## src/rtl/fpmisc_pkg.sv

```systemverilog
// shared types and operation codes for the floating-point misc operate unit
// no dependencies
package fpmisc_pkg;

  localparam int unsigned OpWidth   = 4;
  localparam int unsigned WordWidth = 64;

  typedef logic [OpWidth-1:0]   op_t;
  typedef logic [WordWidth-1:0] word_t;

  localparam op_t OP_CPYS    = 4'd0;
  localparam op_t OP_CPYSE   = 4'd1;
  localparam op_t OP_CPYSN   = 4'd2;
  localparam op_t OP_CVTLQ   = 4'd3;
  localparam op_t OP_CVTQL   = 4'd4;
  localparam op_t OP_CMOVEQ  = 4'd5;
  localparam op_t OP_CMOVGE  = 4'd6;
  localparam op_t OP_CMOVGT  = 4'd7;
  localparam op_t OP_CMOVLE  = 4'd8;
  localparam op_t OP_CMOVLT  = 4'd9;
  localparam op_t OP_CMOVNE  = 4'd10;
  localparam op_t OP_RD_CTL  = 4'd11;
  localparam op_t OP_WR_CTL  = 4'd12;

  // status from the execute logic back to the top level
  typedef struct packed {
    logic ovf;
    logic ctl_wr;
  } exec_status_t;

endpackage

```

## src/rtl/fpmisc_exec.sv

```systemverilog
// combinational execute logic: copy-sign, longword moves, conditional moves, control access
// depends on fpmisc_pkg
module fpmisc_exec
  import fpmisc_pkg::*;
(
  input  op_t          op,
  input  word_t        opa,
  input  word_t        opb,
  input  word_t        old_dst,
  input  logic         trap_en,
  input  word_t        ctl_val,
  output word_t        res,
  output exec_status_t status
);

  logic        neg;
  logic        mag_zero;
  logic [31:0] lw;
  logic        fits32;

  assign neg      = opa[63];
  assign mag_zero = (opa[62:0] == 63'd0);
  assign lw       = {opa[63:62], opa[58:29]};
  assign fits32   = (opa[63:32] == {32{opa[31]}});

  always_comb begin
    res           = old_dst;
    status.ovf    = 1'b0;
    status.ctl_wr = 1'b0;
    unique case (op)
      OP_CPYS:   res = {opa[63], opb[62:0]};
      OP_CPYSE:  res = {opa[63:52], opb[51:0]};
      OP_CPYSN:  res = {~opa[63], opb[62:0]};
      OP_CVTLQ:  res = {{32{lw[31]}}, lw};
      OP_CVTQL: begin
        res        = {opa[31:30], 3'b000, opa[29:0], 29'd0};
        status.ovf = trap_en & ~fits32;
      end
      // minus zero counts as zero in every test
      OP_CMOVEQ: res = mag_zero ? opb : old_dst;
      OP_CMOVGE: res = (~neg | mag_zero) ? opb : old_dst;
      OP_CMOVGT: res = (~neg & ~mag_zero) ? opb : old_dst;
      OP_CMOVLE: res = (neg | mag_zero) ? opb : old_dst;
      OP_CMOVLT: res = (neg & ~mag_zero) ? opb : old_dst;
      OP_CMOVNE: res = ~mag_zero ? opb : old_dst;
      OP_RD_CTL: res = ctl_val;
      OP_WR_CTL: begin
        res           = opa;
        status.ctl_wr = 1'b1;
      end
      default:   res = old_dst;
    endcase
  end

endmodule

```

## src/rtl/fp_misc_operate_unit.sv

```systemverilog
// Floating-point misc operate unit: copy-sign, cvtlq/cvtql, conditional moves and
// control-register access on 64-bit register images. An accepted transaction is
// held in an input register, executed by one level of bit-move and compare logic
// and captured in the result register; one transaction can be accepted every
// cycle unless both registers are full and out_stall is high. The control
// register is updated as a write passes from the input to the result register,
// so later reads in the stream always see it; it resets to zero.
// depends on fpmisc_pkg and fpmisc_exec
module fp_misc_operate_unit
  import fpmisc_pkg::*;
(
  input  logic        clk,
  input  logic        rst_n,
  input  logic        in_valid,
  output logic        in_stall,
  input  logic [3:0]  in_operation,
  input  logic [63:0] in_first_operand,
  input  logic [63:0] in_second_operand,
  input  logic [63:0] in_old_destination,
  input  logic        in_trap_on_overflow,
  output logic        out_valid,
  input  logic        out_stall,
  output logic [63:0] out_result,
  output logic        out_overflow_trap
);

  logic         s1_valid_r;
  op_t          s1_op_r;
  word_t        s1_opa_r;
  word_t        s1_opb_r;
  word_t        s1_old_r;
  logic         s1_trap_r;
  word_t        ctl_r;
  logic         out_valid_r;
  word_t        out_result_r;
  logic         out_ovf_r;

  word_t        exec_res;
  exec_status_t exec_st;
  logic         out_load;
  logic         adv;
  logic         in_take;

  fpmisc_exec u_exec (
    .op      (s1_op_r),
    .opa     (s1_opa_r),
    .opb     (s1_opb_r),
    .old_dst (s1_old_r),
    .trap_en (s1_trap_r),
    .ctl_val (ctl_r),
    .res     (exec_res),
    .status  (exec_st)
  );

  assign out_load = ~out_valid_r | ~out_stall;
  assign adv      = s1_valid_r & out_load;
  assign in_stall = s1_valid_r & ~out_load;
  assign in_take  = in_valid & ~in_stall;

  always_ff @(posedge clk) begin
    if (!rst_n) begin
      s1_valid_r  <= 1'b0;
      out_valid_r <= 1'b0;
      ctl_r       <= '0;
    end else begin
      if (!in_stall) begin
        s1_valid_r <= in_valid;
      end
      if (out_load) begin
        out_valid_r <= s1_valid_r;
      end
      if (adv && exec_st.ctl_wr) begin
        ctl_r <= s1_opa_r;
      end
    end
  end

  always_ff @(posedge clk) begin
    if (in_take) begin
      s1_op_r   <= in_operation;
      s1_opa_r  <= in_first_operand;
      s1_opb_r  <= in_second_operand;
      s1_old_r  <= in_old_destination;
      s1_trap_r <= in_trap_on_overflow;
    end
    if (adv) begin
      out_result_r <= exec_res;
      out_ovf_r    <= exec_st.ovf;
    end
  end

  assign out_valid         = out_valid_r;
  assign out_result        = out_result_r;
  assign out_overflow_trap = out_ovf_r;

  // the input side is held off only by a full input register
  a_stall_needs_item: assert property (@(posedge clk) disable iff (!rst_n)
    in_stall |-> s1_valid_r)
    else $error("input stalled with empty input register");

  // overflow only comes from a trapping cvtql
  a_ovf_source: assert property (@(posedge clk) disable iff (!rst_n)
    (adv && exec_st.ovf) |-> (s1_trap_r && s1_op_r == OP_CVTQL))
    else $error("overflow flagged outside trapping cvtql");

  // a control write lands in the control register
  a_ctl_write: assert property (@(posedge clk) disable iff (!rst_n)
    (adv && s1_op_r == OP_WR_CTL) |=> (ctl_r == $past(s1_opa_r)))
    else $error("control register write lost");

  // the control register changes only on a write
  a_ctl_hold: assert property (@(posedge clk) disable iff (!rst_n)
    ($past(rst_n) && !$stable(ctl_r)) |-> $past(adv && exec_st.ctl_wr))
    else $error("control register changed without a write");

endmodule

```

## config.mk

```make
export PLATFORM = sky130hd
export DESIGN_NAME = fp_misc_operate_unit
export DESIGN_NICKNAME = d
export VERILOG_FILES = /design/src/rtl/fpmisc_pkg.sv /design/src/rtl/fpmisc_exec.sv /design/src/rtl/fp_misc_operate_unit.sv
export SDC_FILE = /design/constraint.sdc
export NUM_CORES = 1
export LEC_CHECK = 0
export BUFFER_PORTS_ARGS = -buffer_cell sky130_fd_sc_hd__buf_2
export CAP_MARGIN = 20
export CORE_ASPECT_RATIO = 1.2
export CORE_MARGIN = 4
export CORE_UTILIZATION = 35
export CTS_CLUSTER_SIZE = 24
export DETAILED_ROUTE_END_ITERATION = 6
export GPL_ROUTABILITY_DRIVEN = 0
export PLACE_DENSITY = 0.51
export SETUP_SLACK_MARGIN = 0.1
export SLEW_MARGIN = 10
export SYNTH_ARGS = -nofsm -noshare
export SYNTH_HDL_FRONTEND = slang
export SYNTH_SLANG_ARGS = --single-unit
```

## constraint.sdc

```tcl
create_clock -name clk -period 19.91 [get_ports clk]
set_input_delay 0.9955 -clock clk [delete_from_list [all_inputs] [get_ports clk]]
set_output_delay 0.9955 -clock clk [all_outputs]
set_load 0.1 [all_outputs]
```

==> results.yml, run 1 <==
status:
  status: "complete, but fails checks"
  violations: "design-rule violations"
logic_synthesis:
  synth_top_area_cell: "edfxtp_1"
  synth_ff_type: "edfxtp_1"
  synthCells: 1310
  synth-compound-area-share: 0.213
  avgSynthCellArea_um2: 11.2
  synth_area_leaders: "edfxtp_1, dfxtp_1, nand2_1"
  syn-num-nets: 1511
  ys_ff_latch: 328
  synth_edf_count: 262
  yosysUniqueCellTypes: 56
  synth.top_cell.area_share: 0.535
  synthMuxAreaShare: 0.00341
  synth_adder_area_share: 0
  synthXorXnorAreaFrac: 0
  synth_top_family_by_area: "compound AO/OA/AOI/OAI gates"
  ys_warn_count: 0
  syn_area_mm2: 0.0147
  yosysSeqAreaShare: 0.625
  async_flop_share: 0
  synthSimpleGateAreaFrac: 0.128
sta:
  fin_crit_sh: 0.208
  slew_headroom: 0.279
  clock_skew_ps: 27.3
  worst_pin_slew_ps: 1080
  fin_hold_ws_ps: 463
  fmax_ghz: 0.241
  setup-violations-final: 0
  hold_violations: 0
  fin_ws_ps: 15760
  finalSetupTns_ps: 0
  rsz0062_at_grt: "false"
  slew_violations: 0
  post-route-min-period_ps: 4150
setup_path:
  worstPathRequired_ps: 20310
  crit_path_start_kind: "register"
  startpoint: "s1_opa_r[62]"
  crit_end: "out_result[61]"
  crit_fanout: 44
  path_class: "reg -> reg"
  r2r-start: "s1_opa_r[62]"
  rrSetupSlack_ps: 15760
  rr_endpoint: "out_result[61]"
  cp-end-kind: "register"
  arrival_ps: 4550
  worstRegToRegCells: 9
die:
  die_h_um: 232
  floorplan.rows: 81
  io_pins: 268
  coreArea_mm2: 0.0411
  initial_core_util: 0.357
  dieArea_mm2: 0.0453
  die_w_um: 195
placed_design:
  place_hpwl_mm: 34.8
  dp_slack_ps: 15700
  port_buffers: 267
  placed_area_mm2: 0.0165
power_and_ir_drop:
  p_per_area_mw_per_mm2: 94.9
  vdd_drop_max_mv: 0.0641
  leakage_nw: 6.43
grt:
  antenna_found_initial: 2
  grt_pass1_vias: 11700
  grt_overflow_total: 0
  grt_pass1_wl_mm: 75.8
  grt_start_max_net_pins: 164
  grtUsageTotal: 0.220
routing:
  vias: 12100
  viasPerCell: 5.72
  ant_nets: 0
  wl_mm: 51.9
  routedWlPerCell_um: 24.6
  dr.pass1.iters: 7
  drt-initial-drc-count: 1044
  drc: 1
run:
  cap_viol_max_count: 0
clocking:
  ctsHtreeMaxLevel: 2
  cts_sinks: 328
  postCtsSetupBuffers: 0
  clockRootBuffer: "clkbuf_16"
  postCtsHoldBufs: 0
  cts_resized: 0
  clk_pin_slew_ps: 60
  cts_buffers: 38
  clockBufferDepth: 3
  tritoncts: "done"
  clkLatencyLatePin_ps: 560
final_layout:
  drive_above_1_share: 0.236
  final_core_util: 0.430
  syn_to_final_growth_pct: 20.3
  design_area_mm2: 0.0177
  nNetsFinal: 1740
worst_hold_path:
  hp-class: "reg -> reg"
  hold_start: "ctl_r[21]"
worst max-delay path: stages (launching register included):
cell,delay [ps]
edfxtp_1,530
nor4_1,400
nand4_1,380
nor4_4,370
buf_4,470
mux2i_1,410
or2_1,870
a221o_1,320
a21oi_1,40
o21ai_0,170
per-stage QoR:
stage	power (mW)	instances
2_1_floorplan	0.972	1310
3_3_place_gp	1.04	2035
3_5_place_dp	1.04	2035
4_1_cts	1.69	2103
5_1_grt	1.74	2107
6_report	1.68	2107
cell usage in the layout (no fill, tap or decap), types with 5 or more instances in the layout:
master / instances
o21ai_1: 5
a21o_1: 17
buf_2: 267
a221oi_2: 10
a21boi_0: 64
clkinv_1: 8
o21ai_0: 41
a211o_1: 5
nand3_1: 37
clkbuf_1: 12
a22oi_1: 47
edfxtp_1: 262
a21oi_1: 79
o21a_1: 6
o211ai_1: 6
a221oi_1: 41
o221ai_1: 9
nor2_2: 6
and3_1: 5
clkbuf_16: 39
a2111oi_0: 15
nand2_1: 203
buf_4: 20
a222oi_1: 20
o22ai_1: 27
nand4_1: 11
nor3_1: 5
nor4_1: 17
nand2b_1: 6
mux2i_1: 5
dfxtp_1: 66
o2111ai_1: 5
nor2_1: 130
layout make-up:
| class | instances | area [um2] |
|---|---|---|
| diodes | 1 | 2.50 |
| repair buffers | 291 | 1540 |
| well taps | 539 | 674 |
| fillers | 3999 | 23500 |
| inverters | 3 | 11.3 |
| clock inverters | 16 | 88.8 |
| multi-input cells | 877 | 5140 |
| clock buffers | 52 | 1030 |
| flip-flops and latches | 328 | 9190 |
worst min path at each step:
stage / end / slack (ps) / cells past startpoint
2_1_floorplan: ctl_r[40] / 440 / 2
3_3_place_gp: ctl_r[38] / 450 / 2
3_5_place_dp: ctl_r[21] / 460 / 2
4_1_cts: ctl_r[46] / 470 / 2
5_1_grt: ctl_r[7] / 490 / 2
6_report: ctl_r[21] / 460 / 2
kinds of logic after synthesis:
| group | Yosys count |
|---|---|
| buffers and inverters | 105 |
| DFF | 328 |
| muxes | 5 |
| and+or+nand+nor | 443 |
| AOI/OAI and AO/OA | 429 |
flip-flops by register name (all words and copies together), names as in the netlist:
name / count
s1_old_r: 64
s1_opb_r: 64
out_overflow_trap: 1
s1_trap_r: 1
out_valid: 1
out_result: 64
s1_opa_r: 64
ctl_r: 64
s1_op_r: 4
s1_valid_r: 1
synth_stat cells (2+ instances only):
| library cell | count |
|---|---|
| a2111oi_0 | 15 |
| a2111oi_1 | 4 |
| a211o_1 | 5 |
| a21boi_0 | 65 |
| a21o_1 | 17 |
| a21oi_1 | 80 |
| a221o_1 | 4 |
| a221oi_1 | 41 |
| a221oi_2 | 10 |
| a222oi_1 | 20 |
| a22o_1 | 2 |
| a22oi_1 | 47 |
| a31oi_1 | 3 |
| and2_1 | 4 |
| and3_1 | 6 |
| buf_1 | 5 |
| buf_2 | 4 |
| buf_4 | 2 |
| buf_6 | 4 |
| clkbuf_1 | 87 |
| dfxtp_1 | 66 |
| edfxtp_1 | 262 |
| inv_1 | 2 |
| mux2i_1 | 5 |
| nand2_1 | 205 |
| nand2b_1 | 6 |
| nand3_1 | 37 |
| nand4_1 | 11 |
| nor2_1 | 137 |
| nor2b_1 | 5 |
| nor3_1 | 6 |
| nor4_1 | 17 |
| o2111ai_1 | 5 |
| o211ai_1 | 6 |
| o21a_1 | 6 |
| o21ai_0 | 41 |
| o21ai_1 | 5 |
| o221ai_1 | 9 |
| o22ai_1 | 27 |
| o2bb2ai_1 | 4 |
| o31ai_1 | 3 |
| o32ai_1 | 4 |
| or2_1 | 2 |
| or2_2 | 2 |
power breakdown:
part / switching (mW) / internal, mW / leakage (nW) / total (mW)
Clock: 0.282 / 0.365 / 0.546 / 0.647
Sequential: 0.0322 / 0.785 / 3.07 / 0.817
Combinational: 0.155 / 0.0586 / 2.81 / 0.214
Total: 0.470 / 1.21 / 6.43 / 1.68
layer usage:
metal,up-vias,share of wire,global-route usage
met4,0,0.033,0.0801
met2,529,0.50,0.374
met3,77,0.063,0.0295
met5,-,0,0
met1,5939,0.41,0.289
li1,5510,-,-
No activity file was read; power rests on OpenSTA's default activity.
==> run 2, diff against run 1 <==
--- a/config.mk
+++ b/config.mk
@@ -5,6 +5,7 @@
 export SDC_FILE = /design/constraint.sdc
 export NUM_CORES = 1
 export LEC_CHECK = 0
+export ABC_AREA = 1
 export BUFFER_PORTS_ARGS = -buffer_cell sky130_fd_sc_hd__buf_2
 export CAP_MARGIN = 20
 export CORE_ASPECT_RATIO = 1.2
@@ -13,7 +14,7 @@
 export CTS_CLUSTER_SIZE = 24
 export DETAILED_ROUTE_END_ITERATION = 6
 export GPL_ROUTABILITY_DRIVEN = 0
-export PLACE_DENSITY = 0.51
+export PLACE_DENSITY = 0.5
 export SETUP_SLACK_MARGIN = 0.1
 export SLEW_MARGIN = 10
 export SYNTH_ARGS = -nofsm -noshare
==> constraint.sdc (replaced) <==
create_clock -name clk -period 4.25 [get_ports clk]
set_input_delay 0.2125 -clock clk [delete_from_list [all_inputs] [get_ports clk]]
set_output_delay 0.2125 -clock clk [all_outputs]
set_load 0.1 [all_outputs]
==> run 2 against run 1 <==
The flow still finishes with violations (design-rule violations). Highest routed layer unchanged. Final area up 45%. Sequential share of layout area down 16 points. Non-clock buffer count up 238. Largest power group unchanged. Synthesized cell count grew 110%. Synthesized area grew 39%.
==> results.yml, run 2 <==
status:
  status: "complete, but fails checks"
  violations: "design-rule violations"
sta:
  slew_headroom: 0.358
  worst_pin_slew_ps: 963
  fmax_ghz: 0.273
  fin_ws_ps: 588
  clock_skew_ps: 34.7
  hold_violations: 0
  finalSetupTns_ps: 0
  post-route-min-period_ps: 3660
  rsz0062_at_grt: "false"
  fin_crit_sh: 0.862
  slew_violations: 0
  setup-violations-final: 0
grt:
  grt_start_max_net_pins: 127
  grt_pass1_vias: 20200
  met2_usage: 0.427
  antenna_found_initial: 2
  grtUsageTotal: 0.261
  grt_overflow_total: 0
  grtUsageMet1: 0.347
  grt.busiest_layer: "met2"
  grt_util_met3: 0.0456
  grt_pass1_wl_mm: 126
routing:
  routedWlPerCell_um: 21.8
  drc: 1
  dr.pass1.iters: 7
  wl_mm: 85.4
  vias: 21700
  ant_nets: 0
  viasPerCell: 5.55
  drt-initial-drc-count: 2518
clocking:
  postCtsHoldBufs: 200
  cts_buffers: 40
  clockBufferDepth: 3
  clk_pin_slew_ps: 60
  clockRootBuffer: "clkbuf_16"
  postCtsSetupBuffers: 0
  ctsHtreeMaxLevel: 2
  cts_resized: 0
  clkLatencyLatePin_ps: 600
  cts_sinks: 328
  tritoncts: "done"
logic_synthesis:
  synthCells: 2774
  yosysUniqueCellTypes: 28
  synth.top_cell.area_share: 0.384
  synth_area_leaders: "edfxtp_1, nand3_1, nand2_1"
  avgSynthCellArea_um2: 7.38
  synthXorXnorAreaFrac: 0
  synth_adder_area_share: 0
  synth_edf_count: 262
  yosysSeqAreaShare: 0.449
  synth_top_family_by_area: "simple AND/OR/NAND/NOR gates"
  synth-compound-area-share: 0.129
  async_flop_share: 0
  synth_most_common_cell: "nand2_1"
  synthMuxAreaShare: 0
  synth_common_cells: "nand2_1, nand3_1, nor2_1"
  synth_ff_type: "edfxtp_1"
  syn_area_mm2: 0.0205
  synthSimpleGateAreaFrac: 0.325
  synth_top_area_cell: "edfxtp_1"
  ys_ff_latch: 328
  ys_warn_count: 0
  syn-num-nets: 2975
setup_path:
  crit_path_start_kind: "register"
  cp_common_cell: "nand2_1"
  cp-end-kind: "register"
  crit_fanout: 67
  rrSetupSlack_ps: 590
  path_cells: "nor2_1 > nand2_1 > nor2_1 > nand2_1 > nor2_4 > nand2_8 > buf_4 > nand2_4 > buf_4 > nand2_1 > nand3_1 > nand2_1 > nor2_1 > a21oi_1"
  cpPeakStageDelay_ps: 560
  arrival_ps: 3990
  path_class: "reg -> reg"
  worstPathRequired_ps: 4580
  slowest_stage: "edfxtp_1"
power_and_ir_drop:
  report.power.total_mw: 9.19
  p_per_area_mw_per_mm2: 360
  vdd_drop_max_mv: 0.254
  leakage_nw: 11.0
die:
  dieArea_mm2: 0.0624
  initial_core_util: 0.356
  io_pins: 268
  die_h_um: 273
  die_w_um: 229
  coreArea_mm2: 0.0575
  floorplan.rows: 96
final_layout:
  seq_area_mm2: 0.00919
  syn_to_final_growth_pct: 24.9
  design_area_mm2: 0.0256
  multi_input_area_mm2: 0.00939
  layout_common_cells: "nand2_1, nand3_1, nor2_1, buf_2, edfxtp_1"
  final_common_cell: "nand2_1"
  fill_cells: 5596
  nNetsFinal: 3347
  drive_above_1_share: 0.132
  diodes: 0
  fin_cells: 3911
worst_hold_path:
  hp-class: "in -> reg"
placed_design:
  placed_area_mm2: 0.0222
  dp_cells: 3639
  port_buffers: 267
  dp_slack_ps: 699
  place_hpwl_mm: 57.7
run:
  cap_viol_max_count: 0
run 2: cell types whose count changed after synthesis, moves of 84 or more:
cell     delta
a21oi_1   +103
inv_1     +201
nand2_1   +423
nand3_1   +509
nor2_1    +205
o21ai_0    +84
run 2: logic make-up (layout without fill, tap and decap cells):
family	after synthesis	in the layout
AND/OR/NAND/NOR	1560	1560
flip-flops	328	328
buffers and inverters	406	808
AO/OA/AOI/OAI	480	480
run 2: metrics by stage:
| step | hold slack (ps) | utilization |
|---|---|---|
| 6_report | 264 | 0.444 |
| 5_1_grt | 262 | 0.444 |
| 4_1_cts | 236 | 0.444 |
| 3_5_place_dp | 391 | 0.386 |
| 3_3_place_gp | 388 | 0.386 |
| 2_1_floorplan | 311 | - |
run 2: per-layer routing:
layer  up-vias  share of wire
met4         0          0.042
met3       172          0.081
met2      1135           0.47
met5         -              0
li1      10200              -
met1     10200           0.41
run 2: where the power goes:
part | switching, mW | total [mW] | leakage (nW) | internal (mW)
clock network | 1.50 | 3.69 | 0.669 | 2.19
logic | 1.17 | 1.68 | 7.25 | 0.505
registers | 0.142 | 3.83 | 3.07 | 3.68
run 2: worst paths after layout:
check | start | cells past startpoint | endpoint
max | s1_opa_r[29] | 14 | out_result[13]
min | rst_n | 3 | ctl_r[7]
max reg2reg | s1_opa_r[29] | 14 | out_result[13]
min reg2reg | ctl_r[5] | 2 | ctl_r[5]
run 2: cell type report:
| class | instances | area share |
|---|---|---|
| well taps | 735 | 0.0360 |
| clock buffers | 48 | 0.0407 |
| inverters | 207 | 0.0306 |
| multi-input cells | 2040 | 0.367 |
| clock inverters | 24 | 0.0131 |
| repair buffers | 529 | 0.153 |
| flip-flops and latches | 328 | 0.360 |
run 2: worst max-delay path: cells and delay by family (launching register included):
kind	cells	cell delay [ps]
AND/OR/NAND/NOR	11	1990
buffers and inverters	2	740
flip-flops	1	560
AO/OA/AOI/OAI	1	70
==> run 3, diff against run 2 <==
--- a/config.mk
+++ b/config.mk
@@ -5,7 +5,6 @@
 export SDC_FILE = /design/constraint.sdc
 export NUM_CORES = 1
 export LEC_CHECK = 0
-export ABC_AREA = 1
 export BUFFER_PORTS_ARGS = -buffer_cell sky130_fd_sc_hd__buf_2
 export CAP_MARGIN = 20
 export CORE_ASPECT_RATIO = 1.2
@@ -14,7 +13,8 @@
 export CTS_CLUSTER_SIZE = 24
 export DETAILED_ROUTE_END_ITERATION = 6
 export GPL_ROUTABILITY_DRIVEN = 0
-export PLACE_DENSITY = 0.5
+export PLACE_DENSITY = 0.51
+export RECOVER_POWER = 50
 export SETUP_SLACK_MARGIN = 0.1
 export SLEW_MARGIN = 10
 export SYNTH_ARGS = -nofsm -noshare
==> run 3 against run 2 <==
The run ends with max-capacitance violations, max-slew violations left. First-iteration DRC count shrank 50%. Die area shrank 27%. Routed wire length shrank 35%. Combinational power shrank 31%. Flip-flop and latch count is the same. Fmax shrank 0.73%. Clock power shrank 9.5%. Worst setup slack lost 27 ps. Clock skew shrank 17 ps. Critical path depth shrank 6. Critical endpoint is now out_result[36].
==> results.yml, run 3 (same netlist as run 1, synthesis figures left out) <==
power_and_ir_drop:
  p_per_area_mw_per_mm2: 420
  leakage_nw: 7.14
  vdd_drop_max_mv: 0.314
final_layout:
  layout_common_cells: "edfxtp_1, nand2_1, dlygate4sd3_1, buf_2, nor2_1"
  final_core_util: 0.483
  nNetsFinal: 1966
  drive_above_1_share: 0.159
  syn_to_final_growth_pct: 35.2
  design_area_mm2: 0.0199
  final_common_cell: "edfxtp_1"
  diodes: 0
  fill_cells: 3801
clocking:
  clk_pin_slew_ps: 60
  clockBufferDepth: 3
  clkLatencyLatePin_ps: 560
  cts_sinks: 328
  cts_buffers: 38
  ctsHtreeMaxLevel: 2
  postCtsHoldBufs: 199
  tritoncts: "done"
  clockRootBuffer: "clkbuf_16"
  postCtsSetupBuffers: 0
  cts_resized: 0
routing:
  ant_nets: 0
  met2_length_mm: 28.1
  wl_mm: 55.7
  wl_met3_mm: 3.50
  routed.top_layer: "met4"
  viasPerCell: 5.57
  wl_met1_mm: 22.1
  dr.pass1.iters: 7
  vias: 13000
  drt-initial-drc-count: 1261
  drc: 0
  routedWlPerCell_um: 23.9
worst_hold_path:
  hp-class: "in -> reg"
  hold_start: "in_trap_on_overflow"
  min_to: "s1_trap_r"
  min_path_cells: 2
sta:
  post-route-min-period_ps: 3690
  hold_violations: 0
  worst_pin_slew_ps: 2460
  fin_crit_sh: 0.868
  finalSetupTns_ps: 0
  slew_violations: 28
  slew_headroom: -0.653
  clock_skew_ps: 17.9
  setup-violations-final: 0
  rsz0062_at_grt: "false"
  fmax_ghz: 0.271
grt:
  grt_start_max_net_pins: 98
  antenna_found_initial: 0
  grtUsageTotal: 0.238
  grt_pass1_wl_mm: 82.9
  grt_overflow_total: 0
  grt_pass1_vias: 13200
die:
  die_w_um: 195
  floorplan.rows: 81
  dieArea_mm2: 0.0453
  io_pins: 268
  coreArea_mm2: 0.0411
  die_h_um: 232
  initial_core_util: 0.357
setup_path:
  arrival_ps: 4080
  worstPathRequired_ps: 4640
  rrSetupSlack_ps: 560
  cp-end-kind: "register"
  crit_path_start_kind: "register"
  crit_fanout: 24
  r2r-start: "s1_opa_r[29]"
  path_class: "reg -> reg"
  rr_endpoint: "out_result[36]"
  worstRegToRegCells: 8
placed_design:
  place_hpwl_mm: 36.3
  placed_area_mm2: 0.0168
  port_buffers: 267
status:
  status: "complete, but fails checks"
  violations: "max-capacitance violations, max-slew violations"
run:
  cap_viol_max_count: 2
-- run 3: changes by cell type in the layout (fill, tap and decap cells not counted), moves of 41 or more --
cell      change
nor2_1      -200
nand3_1     -508
inv_1       -198
o21ai_1      -60
a211oi_1     -63
nand2_1     -423
a21oi_1     -104
clkbuf_1    +115
buf_2       -114
o21ai_0      -84
a221oi_1     +41
a21boi_0     +65
a22oi_1      +47
-- run 3: cell type report --
class,instances,area (um2),share of cell area
Tap cell,539,674,0.0339
Sequential cell,328,9190,0.463
Multi-Input combinational cell,877,5110,0.257
Clock inverter,12,123,0.00617
Clock buffer,58,1150,0.0579
Inverter,3,11.3,0.000567
Timing Repair Buffer,517,3610,0.182
-- run 3: critical path, stage by stage, from the launching register on --
cell and delay, ps:
edfxtp_1 520, nor4_1 480, nand4_1 370, or4_4 680
nand2_2 450, a21oi_1 130, a2111oi_0 530, a2111oi_0 170
a21oi_1 190
-- run 3: worst max path at each step --
stage / from / to / slack, ps / cells past startpoint
6_report: s1_opa_r[29] / out_result[36] / 560 / 8
5_1_grt: s1_opa_r[35] / out_result[38] / 200 / 8
4_1_cts: s1_opa_r[29] / out_result[36] / 590 / 8
3_5_place_dp: s1_opa_r[29] / out_result[36] / 600 / 8
3_3_place_gp: s1_opa_r[29] / out_result[49] / 660 / 9
2_1_floorplan: out_valid / s1_old_r[0] / 70 / 2
-- run 3: power by group --
group	internal (mW)	total, mW	switching (mW)
combinational	0.391	1.16	0.772
sequential	3.68	3.83	0.153
clock	2.00	3.34	1.34
total	6.07	8.34	2.27
-- run 3: per-stage QoR --
step | power (mW) | setup slack [ps] | hold slack (ps) | std cells
detailed placement | 4.92 | 599 | 391 | 2065
global route | 8.63 | 202 | 352 | 2334
global placement | 4.91 | 660 | 389 | 2065
floorplan | 4.53 | 67.0 | 311 | 1310
finish | 8.34 | 561 | 370 | 2334
CTS | 8.43 | 594 | 312 | 2334
-- run 3: layer usage --
layer	vias up	GRT usage
li1	5961	-
met1	6365	0.299
met2	558	0.419
met3	110	0.0372
met4	0	0.0856
met5	-	0
